<file path="src/design/asbm_pkg.sv">
// Shared types, codes and sizes for the alarm slot bank matcher.
package asbm_pkg;

  localparam int ALARM_SLOTS = 8;
  localparam int IDX_W = (ALARM_SLOTS > 1) ? $clog2(ALARM_SLOTS) : 1;
  // Wide enough for a slot number, the 3-bit slot field and the value 8.
  localparam int CMP_W = ((IDX_W > 3) ? IDX_W : 3) + 1;
  localparam int MASK_W = 8;

  typedef enum logic [1:0] {
    ACT_REGISTER   = 2'd0,
    ACT_UNREGISTER = 2'd1,
    ACT_TICK       = 2'd2
  } action_t;

  typedef enum logic [1:0] {
    ST_OK      = 2'd0,
    ST_FULL    = 2'd1,
    ST_NOT_REG = 2'd2
  } result_code_t;

  typedef struct packed {
    logic [1:0]  action;
    logic [2:0]  slot;
    logic [4:0]  hour;
    logic [5:0]  minute;
    logic [11:0] year;
    logic [3:0]  month;
    logic [4:0]  day;
    logic        repeat_mode;
    logic [6:0]  weekday_mask;
    logic        armed;
    logic [2:0]  weekday;
  } in_item_t;

  typedef struct packed {
    logic [1:0]        status;
    logic [2:0]        slot_given;
    logic [MASK_W-1:0] fired_mask;
  } out_item_t;

  // Travels down the cell chain with one command and collects its outcome.
  typedef struct packed {
    logic              valid;
    logic              found;
    logic [IDX_W-1:0]  given;
    logic              hit;
    logic [MASK_W-1:0] fired;
  } tok_t;

endpackage

</file>
<file path="src/design/asbm_cell.sv">
// One alarm slot: holds its alarm and updates the passing command token.
module asbm_cell
  import asbm_pkg::*;
(
  input  logic             clk,
  input  logic             rst_n,
  input  logic [IDX_W-1:0] cell_idx,
  input  in_item_t         cmd,
  input  tok_t             tok_i,
  output tok_t             tok_o
);

  logic        used_r, used_nxt;
  logic        armed_r, armed_nxt;
  logic        wr_en;
  logic [4:0]  hour_r;
  logic [5:0]  minute_r;
  logic [11:0] year_r;
  logic [3:0]  month_r;
  logic [4:0]  day_r;
  logic        repeat_r;
  logic [6:0]  days_r;
  tok_t        tok_r, tok_nxt;

  logic [CMP_W-1:0] idx_ext;
  logic [CMP_W-1:0] slot_ext;
  logic [7:0]       days_ext;
  logic             time_match;
  logic             fire;
  logic             disarm;

  assign idx_ext  = CMP_W'(cell_idx);
  assign slot_ext = CMP_W'(cmd.slot);
  assign days_ext = {1'b0, days_r};
  assign time_match = used_r && armed_r && (hour_r == cmd.hour) && (minute_r == cmd.minute);

  always_comb begin
    fire   = 1'b0;
    disarm = 1'b0;
    if (time_match) begin
      if (year_r != 12'd0) begin
        if ((year_r == cmd.year) && (month_r == cmd.month) && (day_r == cmd.day)) begin
          fire   = 1'b1;
          disarm = 1'b1;
        end
      end else if (!repeat_r) begin
        fire   = 1'b1;
        disarm = 1'b1;
      end else begin
        // Weekday seven lands on the padding bit and never matches.
        fire = days_ext[cmd.weekday];
      end
    end
  end

  always_comb begin
    tok_nxt   = tok_i;
    used_nxt  = used_r;
    armed_nxt = armed_r;
    wr_en     = 1'b0;
    if (tok_i.valid) begin
      unique case (cmd.action)
        ACT_REGISTER: begin
          if (!tok_i.found && !used_r) begin
            used_nxt      = 1'b1;
            armed_nxt     = cmd.armed;
            wr_en         = 1'b1;
            tok_nxt.found = 1'b1;
            tok_nxt.given = cell_idx;
          end
        end
        ACT_UNREGISTER: begin
          if ((slot_ext == idx_ext) && used_r) begin
            used_nxt    = 1'b0;
            armed_nxt   = 1'b0;
            tok_nxt.hit = 1'b1;
          end
        end
        ACT_TICK: begin
          if (fire) begin
            if (disarm) begin
              armed_nxt = 1'b0;
            end
            if (idx_ext < CMP_W'(MASK_W)) begin
              tok_nxt.fired[idx_ext[2:0]] = 1'b1;
            end
          end
        end
        default: begin
        end
      endcase
    end
  end

  always_ff @(posedge clk) begin
    if (!rst_n) begin
      used_r  <= 1'b0;
      armed_r <= 1'b0;
      tok_r   <= '0;
    end else begin
      used_r  <= used_nxt;
      armed_r <= armed_nxt;
      tok_r   <= tok_nxt;
    end
  end

  always_ff @(posedge clk) begin
    if (wr_en) begin
      hour_r   <= cmd.hour;
      minute_r <= cmd.minute;
      year_r   <= cmd.year;
      month_r  <= cmd.month;
      day_r    <= cmd.day;
      repeat_r <= cmd.repeat_mode;
      days_r   <= cmd.weekday_mask;
    end
  end

  assign tok_o = tok_r;

`ifndef SYNTHESIS
  // An armed slot is always a used slot.
  a_armed_used: assert property (@(posedge clk) disable iff (!rst_n)
    armed_r |-> used_r) else $error("armed slot is not in use");

  // A register command is claimed by at most one cell on its way down.
  a_single_claim: assert property (@(posedge clk) disable iff (!rst_n)
    (tok_i.valid && tok_i.found) |=> !$rose(used_r))
    else $error("slot claimed after an earlier cell took the command");

  // Only a command passing this cell can change its slot state.
  a_quiet_hold: assert property (@(posedge clk) disable iff (!rst_n)
    !tok_i.valid |=> ($stable(used_r) && $stable(armed_r)))
    else $error("slot state changed with no command present");
`endif

endmodule

</file>
<file path="config.mk">
export PLATFORM = sky130hd
export DESIGN_NAME = asbm_cell
export DESIGN_NICKNAME = d
export VERILOG_FILES = /design/src/design/asbm_pkg.sv /design/src/design/asbm_cell.sv
export SDC_FILE = /design/constraint.sdc
export NUM_CORES = 1
export LEC_CHECK = 0
export BUFFER_PORTS_ARGS = -buffer_cell sky130_fd_sc_hd__clkbuf_2
export CORE_MARGIN = 1.5
export CORE_UTILIZATION = 55
export CTS_BUF_LIST = sky130_fd_sc_hd__clkbuf_8
export DETAILED_ROUTE_END_ITERATION = 7
export GPL_ROUTABILITY_DRIVEN = 0
export PLACE_DENSITY = 0.84
export SLEW_MARGIN = 15
export SYNTH_ARGS = -nofsm -noshare
export SYNTH_HDL_FRONTEND = slang
export SYNTH_SLANG_ARGS = --single-unit
</file>
<file path="constraint.sdc">
create_clock -name clk -period 11.4 [get_ports clk]
set_clock_uncertainty 0.15 [all_clocks]
set_input_delay 0 -clock clk [delete_from_list [all_inputs] [get_ports clk]]
set_output_delay 0 -clock clk [all_outputs]
set_load 0.01 [all_outputs]
</file>
==> flow_summary.yaml, run 1 <==
placed_design:
  place_area_um2: 2860
  port_buffers: 81
  pre_cts_slack_ns: 9.36
  dp_cells: 303
  dp_hpwl_um: 3580
layout:
  drive_above_1_share_pct: 28.1
  fill_cells: 137
  final_core_util_pct: 91.9
  final_nets: 413
  stdcell_count: 392
  diodes: 0
  syn_to_final_growth_pct: 57.9
  fin_area_um2: 3760
synth:
  async_flop_share_pct: 0
  synth_edf_count: 40
  ys_ff_latch: 56
  synth_area_um2: 2380
  syn_avg_cell_area_um2: 13.8
  ys_dominant_reg_cell: "edfxtp_1"
  synth_cells: 172
  syn_nets: 244
  synth.area.top_cells: "edfxtp_1, dfxtp_1, xor2_1"
  synth.largest_area_cell: "edfxtp_1"
  yosysSeqAreaShare_pct: 63.9
  yosysWarnings: 0
  yosys.area.top_type_share_pct: 50.5
  yosys.cell_types.count: 34
sta:
  whs_ns: 0.0388
  fmaxAchievable_ghz: 0.314
  period_share_pct: 28.0
  setup_viol: 0
  post-route-min-period_ns: 3.19
  slew_headroom_pct: 61.4
  setup_ws_ns: 8.21
  setup_tns_ns: 0
  maxSlewViolCount: 0
  rsz0062_at_grt: "no"
  hold_violations: 0
  worst_pin_slew_ns: 0.578
floorplanning:
  core_um2: 4090
  fp-row-count: 23
  io_pins: 82
  fp.dieW_um: 68.8
  dieArea_um2: 4730
  fp.dieH_um: 68.8
  start_util_pct: 58.2
route:
  drtAntennaViolNets: 0
  wl_um: 8150
  drtIter0Drc: 240
  vias: 2179
  dr.pass1.iters: 4
  wire_per_inst_um: 20.8
  via_per_inst: 5.56
  route.detailed.drc: 0
clock_tree:
  cts_buffer_depth: 2
  cts_max_level: 2
  clk_pin_slew_worst_paths_ns: 0.10
  cts_setup_buffers: 0
  cts-root-buf: "clkbuf_8"
  cts_buffers: 5
  cts_num_sinks: 56
  insertion_delay_ns: 0.31
  cts_tree: "yes"
setup_path:
  crit_end: "tok_o[9]$_SDFF_PN0_"
  crit_chain: "dlygate4sd3_1 > clkbuf_2 > inv_1 > ha_1 > nand2_1 > nor3_2 > buf_4 > mux2i_1 > dlygate4sd3_1 > nor2b_1 > dlygate4sd3_1"
  crit_type: "in2reg"
  r2r-end: "tok_o[0]$_SDFF_PN0_"
  cpPeakStageDelay_ns: 0.58
  rr_worst_depth: 7
  cp-start-kind: "input port"
  worstPathArrival_ns: 3.24
  worstPathRequired_ns: 11.45
  crit_top_cell: "dlygate4sd3_1"
  worstPathMaxFanout: 43
  r2r_slack_ns: 8.54
  slowest_stage: "dlygate4sd3_1"
  r2r-start: "year_r[11]$_DFFE_PP_"
  end_kind: "register"
  startpoint: "cmd[48]"
global_routing:
  grt_pass1_vias: 2306
  grt_start_max_net_pins: 44
  grt_pass1_wl_um: 12000
  grtUsageTotal_pct: 37.2
  grt-ovfl-total: 0
  antenna_found_initial: 0
min_path:
  hold_class: "in2reg"
pwr:
  p_int_mw: 0.309
  comb_power_share_pct: 16.3
  swShare_pct: 23.7
  power_frac_clock_pct: 27.7
  switching_power_mw: 0.0960
  power.leakage_nw: 1.57
  p_per_area_nw_per_um2: 108
  ir_drop_uv: 107
  p_seq_share_pct: 56.0
  finalPower_mw: 0.405
job:
  max_cap_violations: 0
outcome:
  status: "completed"
layout make-up:
type	count	area, µm²	area share [%]
repair buffers	163	1220	32.6
clock buffers	6	82.6	2.20
well taps	50	62.6	1.67
inverters	4	15.0	0.400
clock inverters	2	7.51	0.200
multi-input cells	111	845	22.5
flip-flops and latches	56	1520	40.5
sequential cells by signal (all words and copies together) (netlist names):
name / flops
armed_r: 1
day_r: 5
days_r: 7
hour_r: 5
minute_r: 6
month_r: 4
repeat_r: 1
tok_o: 14
used_r: 1
year_r: 12
cell usage after synthesis (2+ instances only):
cell type / instances
xor2_1: 30
ha_1: 4
xnor2_1: 5
nor4_1: 10
o31ai_1: 3
edfxtp_1: 40
o21ai_0: 2
inv_1: 4
dfxtp_1: 16
nor3_1: 2
and2_1: 2
nand2b_1: 2
nand3_1: 3
nand2_1: 15
nor2b_1: 3
mux2i_1: 5
nor2_1: 3
o21ai_1: 7
critical path: cells and delay by family:
kind | cells | cell delay, ns
simple gates | 3 | 0.28
mux | 1 | 0.27
buf+inv | 6 | 2.46
fa+ha+maj | 1 | 0.21
kinds of logic (layout without fill, tap and decap cells):
logic type,Yosys count,after routing,share of synthesized area (%)
xor gates and xnor gates,35,35,12.9
buffers and inverters,5,175,0.788
and+or+nand+nor,48,48,11.6
DFF,56,56,63.9
adders and majority gates,4,4,2.10
AOI/OAI and AO/OA,18,18,5.68
muxes,6,6,3.05
cells in the final DEF, fill, tap and decap left out, types with 4 or more instances in the layout:
| master | count |
|---|---|
| xor2_1 | 30 |
| inv_1 | 5 |
| mux2i_1 | 5 |
| nor4_1 | 10 |
| clkbuf_8 | 6 |
| dfxtp_1 | 16 |
| ha_1 | 4 |
| nand2_1 | 15 |
| edfxtp_1 | 40 |
| dlygate4sd3_1 | 81 |
| o21ai_1 | 7 |
| clkbuf_2 | 81 |
| xnor2_1 | 5 |
how the worst min path moves through the flow:
stage	from	to	cells after the start	slack [ns]
after floorplan	cmd[12]	day_r[0]$_DFFE_PP_	0	-0.05
after global placement	cmd[8]	days_r[4]$_DFFE_PP_	1	0.03
after detailed placement	cmd[11]	repeat_r$_DFFE_PP_	1	0.03
after CTS	rst_n	tok_o[8]$_SDFF_PN0_	2	0.006
after global routing	rst_n	tok_o[8]$_SDFF_PN0_	2	0.05
final	rst_n	tok_o[8]$_SDFF_PN0_	2	0.04
power by group through the flow:
stage,combinational [mW],clock (mW),sequential (mW)
global placement,0.0372,0,0.231
global route,0.0699,0.121,0.227
finish,0.0661,0.112,0.227
detailed placement,0.0383,0,0.231
floorplan,0.0149,0,0.232
CTS,0.0601,0.109,0.226
routing by layer:
layer / GRT usage [%] / vias up / routed length, µm
li1: - / 965 / -
met1: 42.8 / 1016 / 2870
met2: 66.1 / 164 / 4230
met3: 9.58 / 34 / 738
met4: 14.2 / 0 / 322
met5: 0 / - / 0
repair_timing:
action                                  4_1_cts  5_1_grt
resized for setup                             0        0
endpoints found under the setup margin        0        0
hold endpoints to repair                     56        0
hold buffers                                 81        0
No activity file was read; power rests on OpenSTA's default activity.
==> run 2: changes to the inputs <==
ABC_AREA = 1   (was unset)
CORE_UTILIZATION = 48   (was 55)
PLACE_DENSITY = 0.75   (was 0.84)
clock period = 2.9 ns   (was 11.4 ns; I/O delays follow)
==> run 2 against run 1 <==
- routed wire length is 14% lower
- flip-flop and latch count is the same
- utilization is 16 points lower
- synthesized cell count up 91%
- synthesized area is 15% higher
- die area increased by 31%
- power grew to 4.1 times the previous value
- clock power rose to 4.5 times the previous value
- combinational power grew to 4.0 times the previous value
- setup slack worse by 8.0 ns
- highest routed layer unchanged
==> flow_summary.yaml, run 2 <==
floorplanning:
  fp.dieH_um: 78.6
  fp.dieW_um: 78.6
  fp-row-count: 27
  core_um2: 5510
  start_util_pct: 49.9
  dieArea_um2: 6180
  io_pins: 82
setup_path:
  crit_chain: "inv_1 > nand3_1 > nor2_4 > buf_8 > o21ai_0 > dlygate4sd3_1 > a21oi_1 > dlygate4sd3_1"
  crit_type: "reg2reg"
  worstPathArrival_ns: 2.85
  worstPathMaxFanout: 37
  path_depth: 8
  cp_top_family: "buffers and inverters"
  cp_num_buf_inv: 4
  end_kind: "register"
  cpPeakStageDelay_ns: 0.58
  rr_worst_depth: 8
  crit_top_cell: "dlygate4sd3_1"
  slowest_stage: "dlygate4sd3_1"
  cp-start-kind: "register"
  worstPathRequired_ns: 3.01
placed_design:
  dp_hpwl_um: 4200
  dp_cells: 483
  place_area_um2: 3260
  port_buffers: 81
layout:
  drive_above_1_share_pct: 20.4
  regArea_um2: 1520
  fin_area_um2: 4160
  final_common_cell: "clkbuf_2"
  syn_to_final_growth_pct: 51.6
  diodes: 0
  mostFrequentLayoutCells: "clkbuf_2, nand2_1, dlygate4sd3_1"
  fill_cells: 409
  final_nets: 570
  multi_input_area_um2: 950
  largest_register_ffs: 14
  stdcell_count: 571
sta:
  whs_ns: 0.106
  post-route-min-period_ns: 2.74
  fmaxAchievable_ghz: 0.365
  maxSlewViolCount: 0
  rsz0062_at_grt: "no"
  worst_pin_slew_ns: 0.571
  hold_violations: 0
  slew_headroom_pct: 61.6
  setup_viol: 0
  setup_tns_ns: 0
  period_share_pct: 94.4
clock_tree:
  cts_num_sinks: 56
  cts_buffer_depth: 2
  insertion_delay_ns: 0.30
  cts-root-buf: "clkbuf_8"
  cts_buffers: 5
  clk_pin_slew_worst_paths_ns: 0.10
  cts_tree: "yes"
  cts_max_level: 2
route:
  via_per_inst: 4.72
  vias: 2695
  route.detailed.drc: 0
  drtAntennaViolNets: 0
  dr.pass1.iters: 4
  wl_um: 7040
  drtIter0Drc: 108
  wire_per_inst_um: 12.3
outcome:
  status: "completed"
synth:
  synth_area_um2: 2750
  muxShareOfSynthArea_pct: 0
  syn_avg_cell_area_um2: 8.34
  synth_cells: 329
  synth.area.top_cells: "edfxtp_1, dfxtp_1, nand2_1"
  synth.largest_area_cell: "edfxtp_1"
  yosysSeqAreaShare_pct: 55.4
  syn_nets: 401
  synth-adder-area-share_pct: 1.82
  yosys.cell_count.top_type: "nand2_1"
  synth_common_cells: "nand2_1, inv_1, edfxtp_1, nor2_1, nand3_1"
  ys_ff_latch: 56
  synth_top_family_by_area: "simple AND/OR/NAND/NOR gates"
  synthSimpleGateAreaFrac_pct: 23.9
  yosysWarnings: 0
  async_flop_share_pct: 0
  ys_dominant_reg_cell: "edfxtp_1"
  synth_edf_count: 40
  synth-xor-area-share_pct: 2.55
  yosys.area.top_type_share_pct: 43.8
  yosys.cell_types.count: 26
  synth_compound_area_share_pct: 6.02
pwr:
  ir_drop_uv: 277
  finalPower_mw: 1.67
  p_per_area_nw_per_um2: 400
  power.leakage_nw: 2.08
min_path:
  worstHoldPathCells: 5
  hold_class: "in2reg"
global_routing:
  antenna_found_initial: 0
  grt_pass1_vias: 2694
  grt-ovfl-total: 0
  grtUsageTotal_pct: 23.8
  grt_pass1_wl_um: 11200
  grt_start_max_net_pins: 38
job:
  max_cap_violations: 0
-- run 2: layout make-up --
class                           instances  area share [%]
Sequential cell                        56            36.6
Tap cell                               72            2.16
Inverter                               75            6.76
Clock buffer                            5            1.65
Timing Repair Buffer                  162            29.0
Multi-Input combinational cell        198            22.8
Clock inverter                          3           0.992
-- run 2: timing repair --
item,in CTS,in global routing
setup endpoints to repair,0,2
resized for setup,0,3
hold endpoints to repair,63,0
hold buffers,75,0
buffers inserted,0,5
-- run 2: cells by family after synthesis --
| group | Yosys count |
|---|---|
| AND/OR/NAND/NOR | 155 |
| buffers and inverters | 75 |
| flip-flops | 56 |
| AO/OA/AOI/OAI | 31 |
| XOR/XNOR | 8 |
| adder cells (fa/ha/maj) | 4 |
-- run 2: metal layers --
metal  vias up  share of wire (%)  global-route usage, %  wire [µm]
met3        23                4.7                   6.51        333
met4         0                2.9                   9.29        207
met5         -                  0                      0          0
met2        87                 52                   45.2       3690
met1      1213                 40                   24.3       2810
li1       1372                  -                      -          -
-- run 2: worst paths after layout --
| check | slack [ns] | from | endpoint |
|---|---|---|---|
| worst min register to register | 0.39 | armed_r$_SDFFE_PN0P_ | armed_r$_SDFFE_PN0P_ |
| worst max register to register | 0.16 | used_r$_SDFFE_PN0P_ | tok_o[9]$_SDFF_PN0_ |
| worst max-delay path | 0.16 | used_r$_SDFFE_PN0P_ | tok_o[9]$_SDFF_PN0_ |
| worst min-delay path | 0.11 | cmd[47] | armed_r$_SDFFE_PN0P_ |
-- run 2: tightest hold or removal path, delay by kind of cell --
family	cells	cell delay, ns
AOI/OAI and AO/OA	1	0.14
adders and majority gates	1	0.15
buffers and inverters	1	0.11
and+or+nand+nor	2	0.12
-- run 2: metrics by stage --
| step | worst slack, ns | utilization (%) |
|---|---|---|
| 3_3_place_gp | 1.16 | 59.1 |
| 6_report | 0.163 | 75.6 |
| 3_5_place_dp | 1.08 | 59.1 |
| 5_1_grt | 0.0457 | 75.6 |
| 4_1_cts | 0.0274 | 74.8 |
| 2_1_floorplan | 0.00576 | - |
-- run 2: report_power, final --
part,internal (mW),switching (mW),total [mW]
logic,0.146,0.121,0.267
clock network,0.257,0.252,0.509
registers,0.880,0.00939,0.890
==> run 3: changes to the inputs <==
CELL_PAD_IN_SITES_DETAIL_PLACEMENT = 1   (was unset)
CELL_PAD_IN_SITES_GLOBAL_PLACEMENT = 2   (was unset)
CORE_UTILIZATION = 27   (was 48)
PLACE_DENSITY = 0.74   (was 0.75)
==> run 3 against run 2 <==
- combinational power grew 1%
- critical path type unchanged
- utilization shrank 32 points
- first-iteration DRC count shrank 26%
- largest cell class unchanged
==> flow_summary.yaml, run 3 (synthesis gave the netlist of run 2 again) <==
pwr:
  swShare_pct: 25.7
  comb_power_share_pct: 16.7
  switching_power_mw: 0.416
  power_frac_clock_pct: 28.3
  ir_drop_uv: 212
  finalPower_mw: 1.62
  p_int_mw: 1.20
  p_seq_share_pct: 55.0
  p_per_area_nw_per_um2: 380
  power.leakage_nw: 2.08
global_routing:
  grt_pass1_wl_um: 13100
  grtUsageTotal_pct: 15.4
  antenna_found_initial: 0
  grt_start_max_net_pins: 34
  grt-ovfl-total: 0
  grt_pass1_vias: 2872
layout:
  mostFrequentLayoutCells: "clkbuf_2, nand2_1, dlygate4sd3_1"
  largest_register_ffs: 14
  diodes: 0
  final_nets: 573
  drive_above_1_share_pct: 21.1
  final_common_cell: "clkbuf_2"
  syn_to_final_growth_pct: 55.1
  fin_area_um2: 4260
floorplanning:
  fp-row-count: 36
  fp.dieH_um: 104
  core_um2: 9820
  io_pins: 82
  fp.dieW_um: 104
  start_util_pct: 28.0
  dieArea_um2: 10800
route:
  drtAntennaViolNets: 0
  via_per_inst: 4.23
  drtIter0Drc: 80
  route.detailed.drc: 0
  wire_per_inst_um: 12.7
  vias: 2686
  dr.pass1.iters: 4
  wl_um: 8090
setup_path:
  crit_type: "reg2reg"
  worstPathMaxFanout: 33
  end_kind: "register"
  worstPathRequired_ns: 3.01
  rr_worst_depth: 9
  r2r-end: "tok_o[9]$_SDFF_PN0_"
  r2r_slack_ns: 0.17
  cp-start-kind: "register"
  worstPathArrival_ns: 2.84
  r2r-start: "used_r$_SDFFE_PN0P_"
min_path:
  hold_class: "in2reg"
  hold_start: "cmd[47]"
  min_to: "armed_r$_SDFFE_PN0P_"
  worstHoldPathCells: 5
clock_tree:
  cts_num_sinks: 56
  cts_buffers: 5
  cts_resized: 0
  insertion_delay_ns: 0.33
  cts-root-buf: "clkbuf_8"
  clk_pin_slew_worst_paths_ns: 0.10
  cts_buffer_depth: 2
  cts_max_level: 2
  cts_tree: "yes"
job:
  max_cap_violations: 0
sta:
  slew_headroom_pct: 59.7
  maxSlewViolCount: 0
  whs_ns: 0.0709
  worst_pin_slew_ns: 0.600
  rsz0062_at_grt: "no"
  fmaxAchievable_ghz: 0.367
  post-route-min-period_ns: 2.73
  period_share_pct: 94.0
  setup_tns_ns: 0
  hold_violations: 0
  setup_viol: 0
placed_design:
  dp_hpwl_um: 5500
  port_buffers: 81
  place_area_um2: 3340
outcome:
  status: "completed"
-- run 3: area by class of cell --
class | instances | area (µm²)
Clock buffer | 5 | 68.8
Inverter | 75 | 282
Tap cell | 133 | 166
Timing Repair Buffer | 165 | 1250
Sequential cell | 56 | 1520
Multi-Input combinational cell | 198 | 950
Fill cell | 1184 | 5560
Clock inverter | 3 | 22.5
-- run 3: metrics by stage --
step | cells | setup WS, ns | util (%)
3_5_place_dp | 544 | 1.04 | 34.1
5_1_grt | 635 | 0.0445 | 43.3
6_report | 635 | 0.173 | 43.3
2_1_floorplan | 329 | 0.00576 | -
4_1_cts | 626 | 0.0562 | 42.5
3_3_place_gp | 544 | 1.13 | 34.1
-- run 3: critical path, stage by stage (launching register included) --
cell and delay [ns]:
dfxtp_1 0.34, inv_1 0.11, nand3_1 0.15, nor2_4 0.15, buf_12 0.15, buf_12 0.22
o21ai_0 0.10, dlygate4sd3_1 0.57, a21oi_1 0.14, dlygate4sd3_1 0.58
-- run 3: power by group through the flow --
| stage | combinational [mW] | clock (mW) | sequential (mW) |
|---|---|---|---|
| floorplan | 0.0781 | 0 | 0.912 |
| global placement | 0.177 | 0 | 0.907 |
| detailed placement | 0.184 | 0 | 0.908 |
| CTS | 0.264 | 0.483 | 0.889 |
| global route | 0.301 | 0.507 | 0.892 |
| finish | 0.271 | 0.457 | 0.889 |
-- run 3: what timing repair did --
action	CTS	global route
hold endpoints to repair	65	0
setup buffers	0	9
endpoints found under the setup margin	0	1
hold buffers	74	0
-- run 3: worst max path at each step --
stage / startpoint / to / slack, ns / depth (start not counted)
after floorplan: used_r$_SDFFE_PN0P_ / tok_o[10]$_SDFF_PN0_ / 0.006 / 5
after global placement: year_r[8]$_DFFE_PP_ / tok_o[4]$_SDFF_PN0_ / 1.13 / 7
after detailed placement: year_r[8]$_DFFE_PP_ / tok_o[3]$_SDFF_PN0_ / 1.04 / 7
after CTS: used_r$_SDFFE_PN0P_ / tok_o[9]$_SDFF_PN0_ / 0.06 / 8
after global routing: used_r$_SDFFE_PN0P_ / tok_o[9]$_SDFF_PN0_ / 0.04 / 9
final: used_r$_SDFFE_PN0P_ / tok_o[9]$_SDFF_PN0_ / 0.17 / 9
-- run 3: layer usage --
metal	track usage (%)	routed length [µm]	vias to the layer above	share of wire, %
li1	-	-	1372	-
met1	16.7	3410	1240	42
met2	28.6	4190	58	52
met3	3.34	263	16	3.3
met4	6.45	224	0	2.8
met5	0	0	-	0
